### config.mk
export PLATFORM = sky130hd
export DESIGN_NAME = iir_biquad_cascade_df1
export DESIGN_NICKNAME = d
export VERILOG_FILES = /design/src/ibq_pkg.sv /design/src/iir_biquad_cascade_df1.sv /design/src/ibq_ram.sv
export SDC_FILE = /design/constraint.sdc
export NUM_CORES = 2
export LEC_CHECK = 0
export BUFFER_PORTS_ARGS = -buffer_cell sky130_fd_sc_hd__buf_2
export CAP_MARGIN = 20
export CELL_PAD_IN_SITES_DETAIL_PLACEMENT = 1
export CELL_PAD_IN_SITES_GLOBAL_PLACEMENT = 1
export CORE_MARGIN = 5
export CORE_UTILIZATION = 55
export CTS_CLUSTER_DIAMETER = 60
export DETAILED_ROUTE_END_ITERATION = 10
export HOLD_SLACK_MARGIN = 0.06
export PLACE_DENSITY = 0.81
export SYNTH_ARGS = -nofsm -noshare
export SYNTH_HDL_FRONTEND = slang
export SYNTH_SLANG_ARGS = --single-unit
### constraint.sdc
create_clock -name clk -period 13.2 [get_ports clk]
set_input_delay 1.98 -clock clk [delete_from_list [all_inputs] [get_ports clk]]
set_output_delay 1.98 -clock clk [all_outputs]
set_load 0.005 [all_outputs]
### src/ibq_pkg.sv
package ibq_pkg;

  // Field and datapath widths
  localparam int SAMPLE_W   = 16;
  localparam int COEF_W     = 16;
  localparam int IDX_W      = 6;
  localparam int DATA_W     = 32;
  localparam int GAIN_W     = 16;
  localparam int SHIFT_W    = 5;
  localparam int SECTIONS_W = 4;
  localparam int PROD_W     = DATA_W + COEF_W;
  // five products of PROD_W bits; four guard bits cover the sum
  localparam int ACC_W      = PROD_W + 4;

  // Stream and configuration port widths
  localparam int S_TDATA_W  = 40;
  localparam int S_TUSER_W  = 1;
  localparam int M_TDATA_W  = 32;
  localparam int CFG_IDX_W  = 2;
  localparam int CFG_DATA_W = 16;

  // Bit positions inside s_tdata
  localparam int SAMPLE_LSB = 0;
  localparam int IDX_LSB    = SAMPLE_LSB + SAMPLE_W;
  localparam int COEF_LSB   = IDX_LSB + IDX_W;

  // Table layout per section: b0 b1 b2 a0 a1 a2, and x0 x1 x2 y1 y2
  localparam int COEF_PER_SEC  = 6;
  localparam int DELAY_PER_SEC = 5;
  localparam int SLOT_A0       = 3;

  typedef logic [CFG_IDX_W-1:0] cfg_idx_t;
  localparam cfg_idx_t CFG_GAIN     = 2'd0;
  localparam cfg_idx_t CFG_SHIFT    = 2'd1;
  localparam cfg_idx_t CFG_SECTIONS = 2'd2;

  localparam logic signed [GAIN_W-1:0] GAIN_RST     = 16'sh7FFF;
  localparam logic [SHIFT_W-1:0]       SHIFT_RST    = 5'd15;
  localparam logic [SECTIONS_W-1:0]    SECTIONS_RST = 4'd1;

  localparam logic ACTION_FILTER = 1'b0;
  localparam logic ACTION_LOAD   = 1'b1;

  typedef enum logic [1:0] {
    ST_IDLE,
    ST_RUN,
    ST_DONE
  } state_t;

  // Steps of the per-section sequence
  localparam int STEP_W = 4;
  typedef logic [STEP_W-1:0] step_t;
  localparam step_t STEP_FIRST     = 4'd0;
  localparam step_t STEP_MUL_X0    = 4'd1;
  localparam step_t STEP_ACC_FIRST = 4'd2;
  localparam step_t STEP_HOLD_A    = 4'd2;
  localparam step_t STEP_HOLD_B    = 4'd4;
  localparam step_t STEP_SUB_FIRST = 4'd5;
  localparam step_t STEP_ACC_LAST  = 4'd6;
  localparam step_t STEP_Y         = 4'd7;
  localparam step_t STEP_GAIN      = 4'd8;
  localparam step_t STEP_LAST      = 4'd9;
  localparam step_t STEP_WR_X0     = 4'd5;
  localparam step_t STEP_WR_X1     = 4'd6;
  localparam step_t STEP_WR_X2     = 4'd7;
  localparam step_t STEP_WR_Y1     = 4'd8;
  localparam step_t STEP_WR_Y2     = 4'd9;

endpackage

### src/iir_biquad_cascade_df1.sv
// A sample word runs the ten-step section sequence for each of n active sections
//   (n capped at MAX_SECTIONS); with n = 0 the sample passes straight through. The steps
//   share the single 32x16 multiplier and the one read port of each table, and no new
//   sample is taken until the result is loaded; coefficient words never make it busy.
//   Synchronous active-high reset: delay line reads as zero at once, registers return
//   to gain 32767, shift 15, one section; coefficients stay unset.
module iir_biquad_cascade_df1 #(
  parameter int MAX_SECTIONS = 8
) (
  input  logic                              clk,
  input  logic                              rst,
  input  logic                              s_tvalid,
  output logic                              s_tready,
  // sample_in [15:0], coef_index [21:16], coef_value [37:22], zero [39:38]
  input  logic [ibq_pkg::S_TDATA_W-1:0]     s_tdata,
  // action [0]
  input  logic [ibq_pkg::S_TUSER_W-1:0]     s_tuser,
  output logic                              m_tvalid,
  input  logic                              m_tready,
  // filtered_out [31:0]
  output logic [ibq_pkg::M_TDATA_W-1:0]     m_tdata,
  input  logic                              cfg_we,
  input  logic [ibq_pkg::CFG_IDX_W-1:0]     cfg_index,
  input  logic [ibq_pkg::CFG_DATA_W-1:0]    cfg_wdata
);

  import ibq_pkg::*;

  localparam int COEF_WORDS  = COEF_PER_SEC * MAX_SECTIONS;
  localparam int DELAY_WORDS = DELAY_PER_SEC * MAX_SECTIONS;
  localparam int CA_W        = $clog2(COEF_WORDS);
  localparam int DA_W        = $clog2(DELAY_WORDS);
  localparam int SEC_W       = $clog2(MAX_SECTIONS + 1);
  localparam int CMP_W       = (SEC_W > SECTIONS_W) ? SEC_W : SECTIONS_W;

  // Input word fields
  logic signed [SAMPLE_W-1:0] sample_in;
  logic [IDX_W-1:0]           coef_index;
  logic [COEF_W-1:0]          coef_value;

  assign sample_in  = s_tdata[SAMPLE_LSB +: SAMPLE_W];
  assign coef_index = s_tdata[IDX_LSB +: IDX_W];
  assign coef_value = s_tdata[COEF_LSB +: COEF_W];

  // Configuration registers
  logic signed [GAIN_W-1:0] gain;
  logic [SHIFT_W-1:0]       shamt;
  logic [SECTIONS_W-1:0]    active;

  // Sequencer
  state_t         state, state_next;
  step_t          step, step_next;
  logic [SEC_W-1:0] sec, n_sec, n_now;
  logic [CA_W-1:0]  cbase;
  logic [DA_W-1:0]  dbase;
  logic           sample_go, sec_adv, out_load, last_sec;
  logic [CMP_W-1:0] act_ext;

  // Datapath
  logic signed [DATA_W-1:0] xn, y, hold_a, hold_b, dly_q, mul_a, sh_res;
  logic signed [COEF_W-1:0] mul_b;
  logic signed [PROD_W-1:0] prod;
  logic signed [ACC_W-1:0]  acc, prod_ext, sh_in, sh_out;
  logic [DATA_W-1:0]        out_data;
  logic                     out_valid;

  // Table ports
  logic              coef_we;
  logic [CA_W-1:0]   coef_waddr, coef_raddr;
  logic [COEF_W-1:0] coef_rdata;
  step_t             coef_slot;
  logic              dly_we;
  logic [DA_W-1:0]   dly_waddr, dly_raddr;
  logic [DATA_W-1:0] dly_wdata, dly_rdata;
  logic [DELAY_WORDS-1:0] dvalid;
  logic              dvalid_q;

  assign s_tready = (state == ST_IDLE);
  assign m_tvalid = out_valid;
  assign m_tdata  = out_data;

  // Clamp the section count to what the tables hold
  assign act_ext  = CMP_W'(active);
  assign n_now    = (act_ext > CMP_W'(MAX_SECTIONS)) ? SEC_W'(MAX_SECTIONS) : SEC_W'(act_ext);
  assign last_sec = (SEC_W'(sec + 1'b1) == n_sec);

  // ---------------------------------------------------------------------------
  // Coefficient table: loaded straight from the input word, read by the sequencer.
  // Loads beyond the table are dropped.
  // ---------------------------------------------------------------------------
  assign coef_we    = (state == ST_IDLE) && s_tvalid && (s_tuser[0] == ACTION_LOAD) &&
                      (32'(coef_index) < 32'(COEF_WORDS));
  assign coef_waddr = CA_W'(coef_index);

  // Steps 0..4 fetch b0 b1 b2 a1 a2; skip the unused a0 slot
  always_comb begin
    if (step < STEP_W'(SLOT_A0)) begin
      coef_slot = step;
    end else begin
      coef_slot = step + 1'b1;
    end
  end
  assign coef_raddr = cbase + CA_W'(coef_slot);

  ibq_ram #(
    .WIDTH (COEF_W),
    .DEPTH (COEF_WORDS)
  ) u_coef_ram (
    .clk   (clk),
    .we    (coef_we),
    .waddr (coef_waddr),
    .wdata (coef_value),
    .raddr (coef_raddr),
    .rdata (coef_rdata)
  );

  // ---------------------------------------------------------------------------
  // Delay line: steps 1..4 read x1 x2 y1 y2, steps 5..9 write x0 x1 x2 y1 y2.
  // A word never written since reset reads as zero through its valid bit.
  // ---------------------------------------------------------------------------
  assign dly_raddr = dbase + DA_W'(step);
  assign dly_waddr = dbase + DA_W'(step - STEP_WR_X0);
  assign dly_we    = (state == ST_RUN) && (step >= STEP_WR_X0);

  always_comb begin
    case (step)
      STEP_WR_X0: dly_wdata = xn;
      STEP_WR_X1: dly_wdata = xn;
      STEP_WR_X2: dly_wdata = hold_a;   // old x1 moves down
      STEP_WR_Y1: dly_wdata = y;
      STEP_WR_Y2: dly_wdata = hold_b;   // old y1 moves down
      default:    dly_wdata = xn;
    endcase
  end

  ibq_ram #(
    .WIDTH (DATA_W),
    .DEPTH (DELAY_WORDS)
  ) u_delay_ram (
    .clk   (clk),
    .we    (dly_we),
    .waddr (dly_waddr),
    .wdata (dly_wdata),
    .raddr (dly_raddr),
    .rdata (dly_rdata)
  );

  assign dly_q = dvalid_q ? dly_rdata : '0;

  // ---------------------------------------------------------------------------
  // Shared multiplier: b0*x0 at step 1, delay taps at steps 2..5, gain at step 8.
  // Shared shifter: accumulator at step 7, gain product at step 9.
  // ---------------------------------------------------------------------------
  always_comb begin
    case (step)
      STEP_MUL_X0: begin
        mul_a = xn;
        mul_b = coef_rdata;
      end
      STEP_GAIN: begin
        mul_a = y;
        mul_b = gain;
      end
      default: begin
        mul_a = dly_q;
        mul_b = coef_rdata;
      end
    endcase
  end

  assign prod_ext = ACC_W'(prod);
  assign sh_in    = (step == STEP_Y) ? acc : prod_ext;
  assign sh_out   = sh_in >>> shamt;
  assign sh_res   = sh_out[DATA_W-1:0];   // wrap to 32 bits

  // ---------------------------------------------------------------------------
  // Sequencer: next state and strobes
  // ---------------------------------------------------------------------------
  always_comb begin
    state_next = state;
    step_next  = step;
    sample_go  = 1'b0;
    sec_adv    = 1'b0;
    out_load   = 1'b0;
    case (state)
      ST_IDLE: begin
        if (s_tvalid && (s_tuser[0] != ACTION_LOAD)) begin
          sample_go  = 1'b1;
          step_next  = STEP_FIRST;
          // with no sections the sample passes straight through
          state_next = (n_now == '0) ? ST_DONE : ST_RUN;
        end
      end
      ST_RUN: begin
        if (step == STEP_LAST) begin
          step_next = STEP_FIRST;
          if (last_sec) begin
            state_next = ST_DONE;
          end else begin
            sec_adv = 1'b1;
          end
        end else begin
          step_next = step + 1'b1;
        end
      end
      ST_DONE: begin
        // hold the result until the output register is free
        if (!out_valid || m_tready) begin
          out_load   = 1'b1;
          state_next = ST_IDLE;
        end
      end
      default: begin
        state_next = ST_IDLE;
      end
    endcase
  end

  always_ff @(posedge clk) begin
    if (rst) begin
      state <= ST_IDLE;
      step  <= STEP_FIRST;
    end else begin
      state <= state_next;
      step  <= step_next;
    end
  end

  // Control registers: configuration, section count, output handshake, valid bits
  always_ff @(posedge clk) begin
    if (rst) begin
      gain      <= GAIN_RST;
      shamt     <= SHIFT_RST;
      active    <= SECTIONS_RST;
      sec       <= '0;
      n_sec     <= '0;
      out_valid <= 1'b0;
      dvalid    <= '0;
    end else begin
      if (cfg_we) begin
        case (cfg_index)
          CFG_GAIN:     gain   <= cfg_wdata[GAIN_W-1:0];
          CFG_SHIFT:    shamt  <= cfg_wdata[SHIFT_W-1:0];
          CFG_SECTIONS: active <= cfg_wdata[SECTIONS_W-1:0];
          default: ;
        endcase
      end
      if (sample_go) begin
        sec   <= '0;
        n_sec <= n_now;
      end else if (sec_adv) begin
        sec <= sec + 1'b1;
      end
      if (out_load) begin
        out_valid <= 1'b1;
      end else if (m_tready) begin
        out_valid <= 1'b0;
      end
      if (dly_we) begin
        dvalid[dly_waddr] <= 1'b1;
      end
    end
  end

  // Payload registers
  always_ff @(posedge clk) begin
    dvalid_q <= dvalid[dly_raddr];
    prod     <= PROD_W'(mul_a) * PROD_W'(mul_b);
    if (sample_go) begin
      xn    <= DATA_W'(sample_in);
      cbase <= '0;
      dbase <= '0;
    end
    if (sec_adv) begin
      cbase <= cbase + CA_W'(COEF_PER_SEC);
      dbase <= dbase + DA_W'(DELAY_PER_SEC);
    end
    if (state == ST_RUN) begin
      if (step == STEP_HOLD_A) begin
        hold_a <= dly_q;
      end
      if (step == STEP_HOLD_B) begin
        hold_b <= dly_q;
      end
      // add the b terms, subtract the a terms
      if (step == STEP_ACC_FIRST) begin
        acc <= prod_ext;
      end else if (step > STEP_ACC_FIRST && step < STEP_SUB_FIRST) begin
        acc <= acc + prod_ext;
      end else if (step >= STEP_SUB_FIRST && step <= STEP_ACC_LAST) begin
        acc <= acc - prod_ext;
      end
      if (step == STEP_Y) begin
        y <= sh_res;
      end
      if (step == STEP_LAST) begin
        xn <= sh_res;   // gain output feeds the next section
      end
    end
    if (out_load) begin
      out_data <= xn;
    end
  end

endmodule

### src/ibq_ram.sv
module ibq_ram #(
  parameter int WIDTH = 16,
  parameter int DEPTH = 48
) (
  input  logic                     clk,
  input  logic                     we,
  input  logic [$clog2(DEPTH)-1:0] waddr,
  input  logic [WIDTH-1:0]         wdata,
  input  logic [$clog2(DEPTH)-1:0] raddr,
  output logic [WIDTH-1:0]         rdata
);

  logic [WIDTH-1:0] mem [DEPTH];

  always_ff @(posedge clk) begin
    if (we) begin
      mem[waddr] <= wdata;
    end
    rdata <= mem[raddr];
  end

endmodule

==> flow_metrics.tcl <==
set metrics [dict create \
    synthFlopType "edfxtp_1" \
    post-route-period-util_pct 79.4 \
    maxCapViolCount 0 \
    r2r_setup_slack_ns 2.71 \
    worstMarginPinSlew_ns 1.34 \
    yosysSeqAreaShare_pct 60.6 \
    clock.fmax_mhz 95.4 \
    fillerInstances 19164 \
    cp_max_fo 61 \
    core_mm2 0.214 \
    crit_type "register to register" \
    grt_usage_pct 35.0 \
    cts_tree "yes" \
    wl_per_cell_um 36.6 \
    maxSlewHeadroom_pct 10.7 \
    fin_skew_ns 0.108 \
    power_density_mw_per_mm2 173 \
    clk_latency_ns 0.98 \
    cts_max_path_buffers 4 \
    vdd_drop_max_mv 0.128 \
    cts_buffers 277 \
    drt_iter0_markers 9962 \
    start_util_pct 55.1 \
    gp_congestion 0.897 \
    arrival_ns 11.29 \
    p_leak_uw 0.0461 \
    grt_start_max_net_pins 99 \
    die_w_um 473 \
    synth.area.top_cells "edfxtp_1, mux4_2, fa_1" \
    synth_nets 8116 \
    ys_types 87 \
    critPathMaxStageDelay_ns 0.71 \
    grt_antenna_before_repair 36 \
    htree_levels 5 \
    crit_start "step[0]" \
    start_kind "register" \
    clk_pin_slew_ns 0.07 \
    report.final.slew_viol_count 0 \
    port_buffers 95 \
    antenna_left 0 \
    tns_ns 0 \
    hold_buffers 0 \
    r2r_start "step[0]" \
    dieHeight_um 473 \
    min_path_type "register to register" \
    synth.most_common_cell "edfxtp_1" \
    status "complete, no violations" \
    ios 98 \
    drive_above_1_share_pct 19.5 \
    cts_sinks 2448 \
    synth-edff-count 2239 \
    yosysTopAreaCellShare_pct 57.0 \
    yosysWarningCount 0 \
    ys_async_sr_fraction_pct 0 \
    wl_um 389000 \
    post-route-util_pct 61.5 \
    r2r_cells 25 \
    cp_common_cell "fa_1" \
    synth.avg_cell_area_um2 16.0 \
    syn2layout_area_growth_pct 11.7 \
    dpl.hpwl_um 228000 \
    synth_cells 7376 \
    post-cts-setup-buffer-count 0 \
    grt_pass1_wl_um 561000 \
    r2r_end "prod[45]" \
    grt_setup_unrepaired "no" \
    finalSetupViolations 0 \
    row_count 170 \
    synth_area_mm2 0.118 \
    first_global_vias 77024 \
    ctsResizeCount 0 \
    period_needed_ns 10.49 \
    vias 72680 \
    synth_top_cell_by_area "edfxtp_1" \
    endpoint "prod[45]" \
    layout.nets 8328 \
    dr.pass1.iters 9 \
    ys_ff_latch 2448 \
    die_area_mm2 0.224 \
    worst_path_max_delay_cell "and3b_4" \
    vias_per_cell 6.82 \
    cts_root_buf "clkbuf_16" \
    drc 0 \
    worstPathRequired_ns 14.00 \
    overflow 0 \
    netlist_top_cells_count "edfxtp_1, mux4_2, inv_1" \
    hold_viol 0 \
    end_kind "register" \
]
metrics by stage:
stage | instance area (um2) | std cells | setup WS, ns | hold WS (ns) | total power [uW]
after floorplan | 118000 | 7376 | 3.37 | 0.431 | 13100
after global placement | 123000 | 10144 | 3.33 | 0.439 | 14900
final | 132000 | 10650 | 2.71 | 0.473 | 22800
after CTS | 132000 | 10621 | 2.90 | 0.474 | 22800
after global routing | 132000 | 10643 | 2.56 | 0.490 | 23700
after detailed placement | 123000 | 10146 | 3.06 | 0.458 | 15100
flip-flops by register name (all words and copies together) (netlist names), 5 cells and up:
signal / flops
xn: 32
shamt: 5
dbase: 6
acc: 52
u_delay_ram.rdata: 32
u_coef_ram.mem: 768
dvalid: 40
y: 32
m_tdata: 32
hold_b: 32
hold_a: 32
gain: 16
u_coef_ram.rdata: 16
prod: 48
cbase: 5
u_delay_ram.mem: 1280
cells by family (layout without fill, tap and decap cells):
kind of cell | count (synthesis) | in the layout | synth area share (%)
flops | 2448 | 2448 | 60.6
compound gates | 798 | 798 | 4.41
simple gates | 1349 | 1349 | 5.02
xor+xnor | 177 | 177 | 1.32
other cells | 0 | 28 | 0
mux | 940 | 940 | 15.2
fa+ha+maj | 676 | 676 | 10.3
buf+inv | 988 | 1396 | 3.20
report_power, final:
group / total [uW] / switching [uW] / internal [uW]
clock network: 7660 / 3240 / 4420
registers: 9180 / 279 / 8900
logic: 5990 / 3810 / 2190
total: 22800 / 7330 / 15500
cells in the final DEF, fill, tap and decap left out, drive strengths merged, types with 22 or more instances in the layout:
cell / count
a21oi: 284
nor3: 33
clkinv: 88
a21o: 63
xnor2: 104
nor2: 571
o21ai: 132
nand3: 42
nand2: 456
o21bai: 22
buf: 316
fa: 491
clkbuf: 341
xor2: 73
a211oi: 62
nor2b: 63
mux2i: 246
a221o: 34
a211o: 22
mux4: 673
diode: 28
a31oi: 23
inv: 615
dfxtp: 209
edfxtp: 2239
and2: 81
a221oi: 51
ha: 185
how the worst min path moves through the flow:
stage,start,endpoint,slack [ns],depth (start not counted)
final,shamt[1],shamt[1],0.47,1
after global placement,shamt[1],shamt[1],0.44,1
after detailed placement,dvalid[13],dvalid[13],0.46,2
after floorplan,dvalid[16],dvalid[16],0.43,2
after global routing,shamt[1],shamt[1],0.49,1
after CTS,shamt[1],shamt[1],0.47,1
routing by layer:
layer / GRT usage (%) / wire, um
met5: 0 / 149
met4: 20.6 / 28000
met3: 7.69 / 40700
met2: 55.9 / 185000
met1: 44.5 / 135000
layout make-up:
cell class	instances	area [um2]	share of cell area, %
Tap cell	2838	3550	2.70
Antenna cell	28	70.1	0.0532
Timing Repair Buffer	316	2210	1.68
Sequential cell	2448	71400	54.3
Clock inverter	134	1290	0.981
Inverter	605	2270	1.73
Multi-Input combinational cell	3940	43400	32.9
Clock buffer	341	7430	5.65
critical path: cells and delay by family, from the launching register on:
family,cells,cell delay (ns)
DFF,1,0.48
xor gates and xnor gates,1,0.39
and+or+nand+nor,5,2.11
buffers and inverters,5,1.19
adders and majority gates,8,3.75
AOI/OAI and AO/OA,6,2.38
No activity file was read; power rests on OpenSTA's default activity.
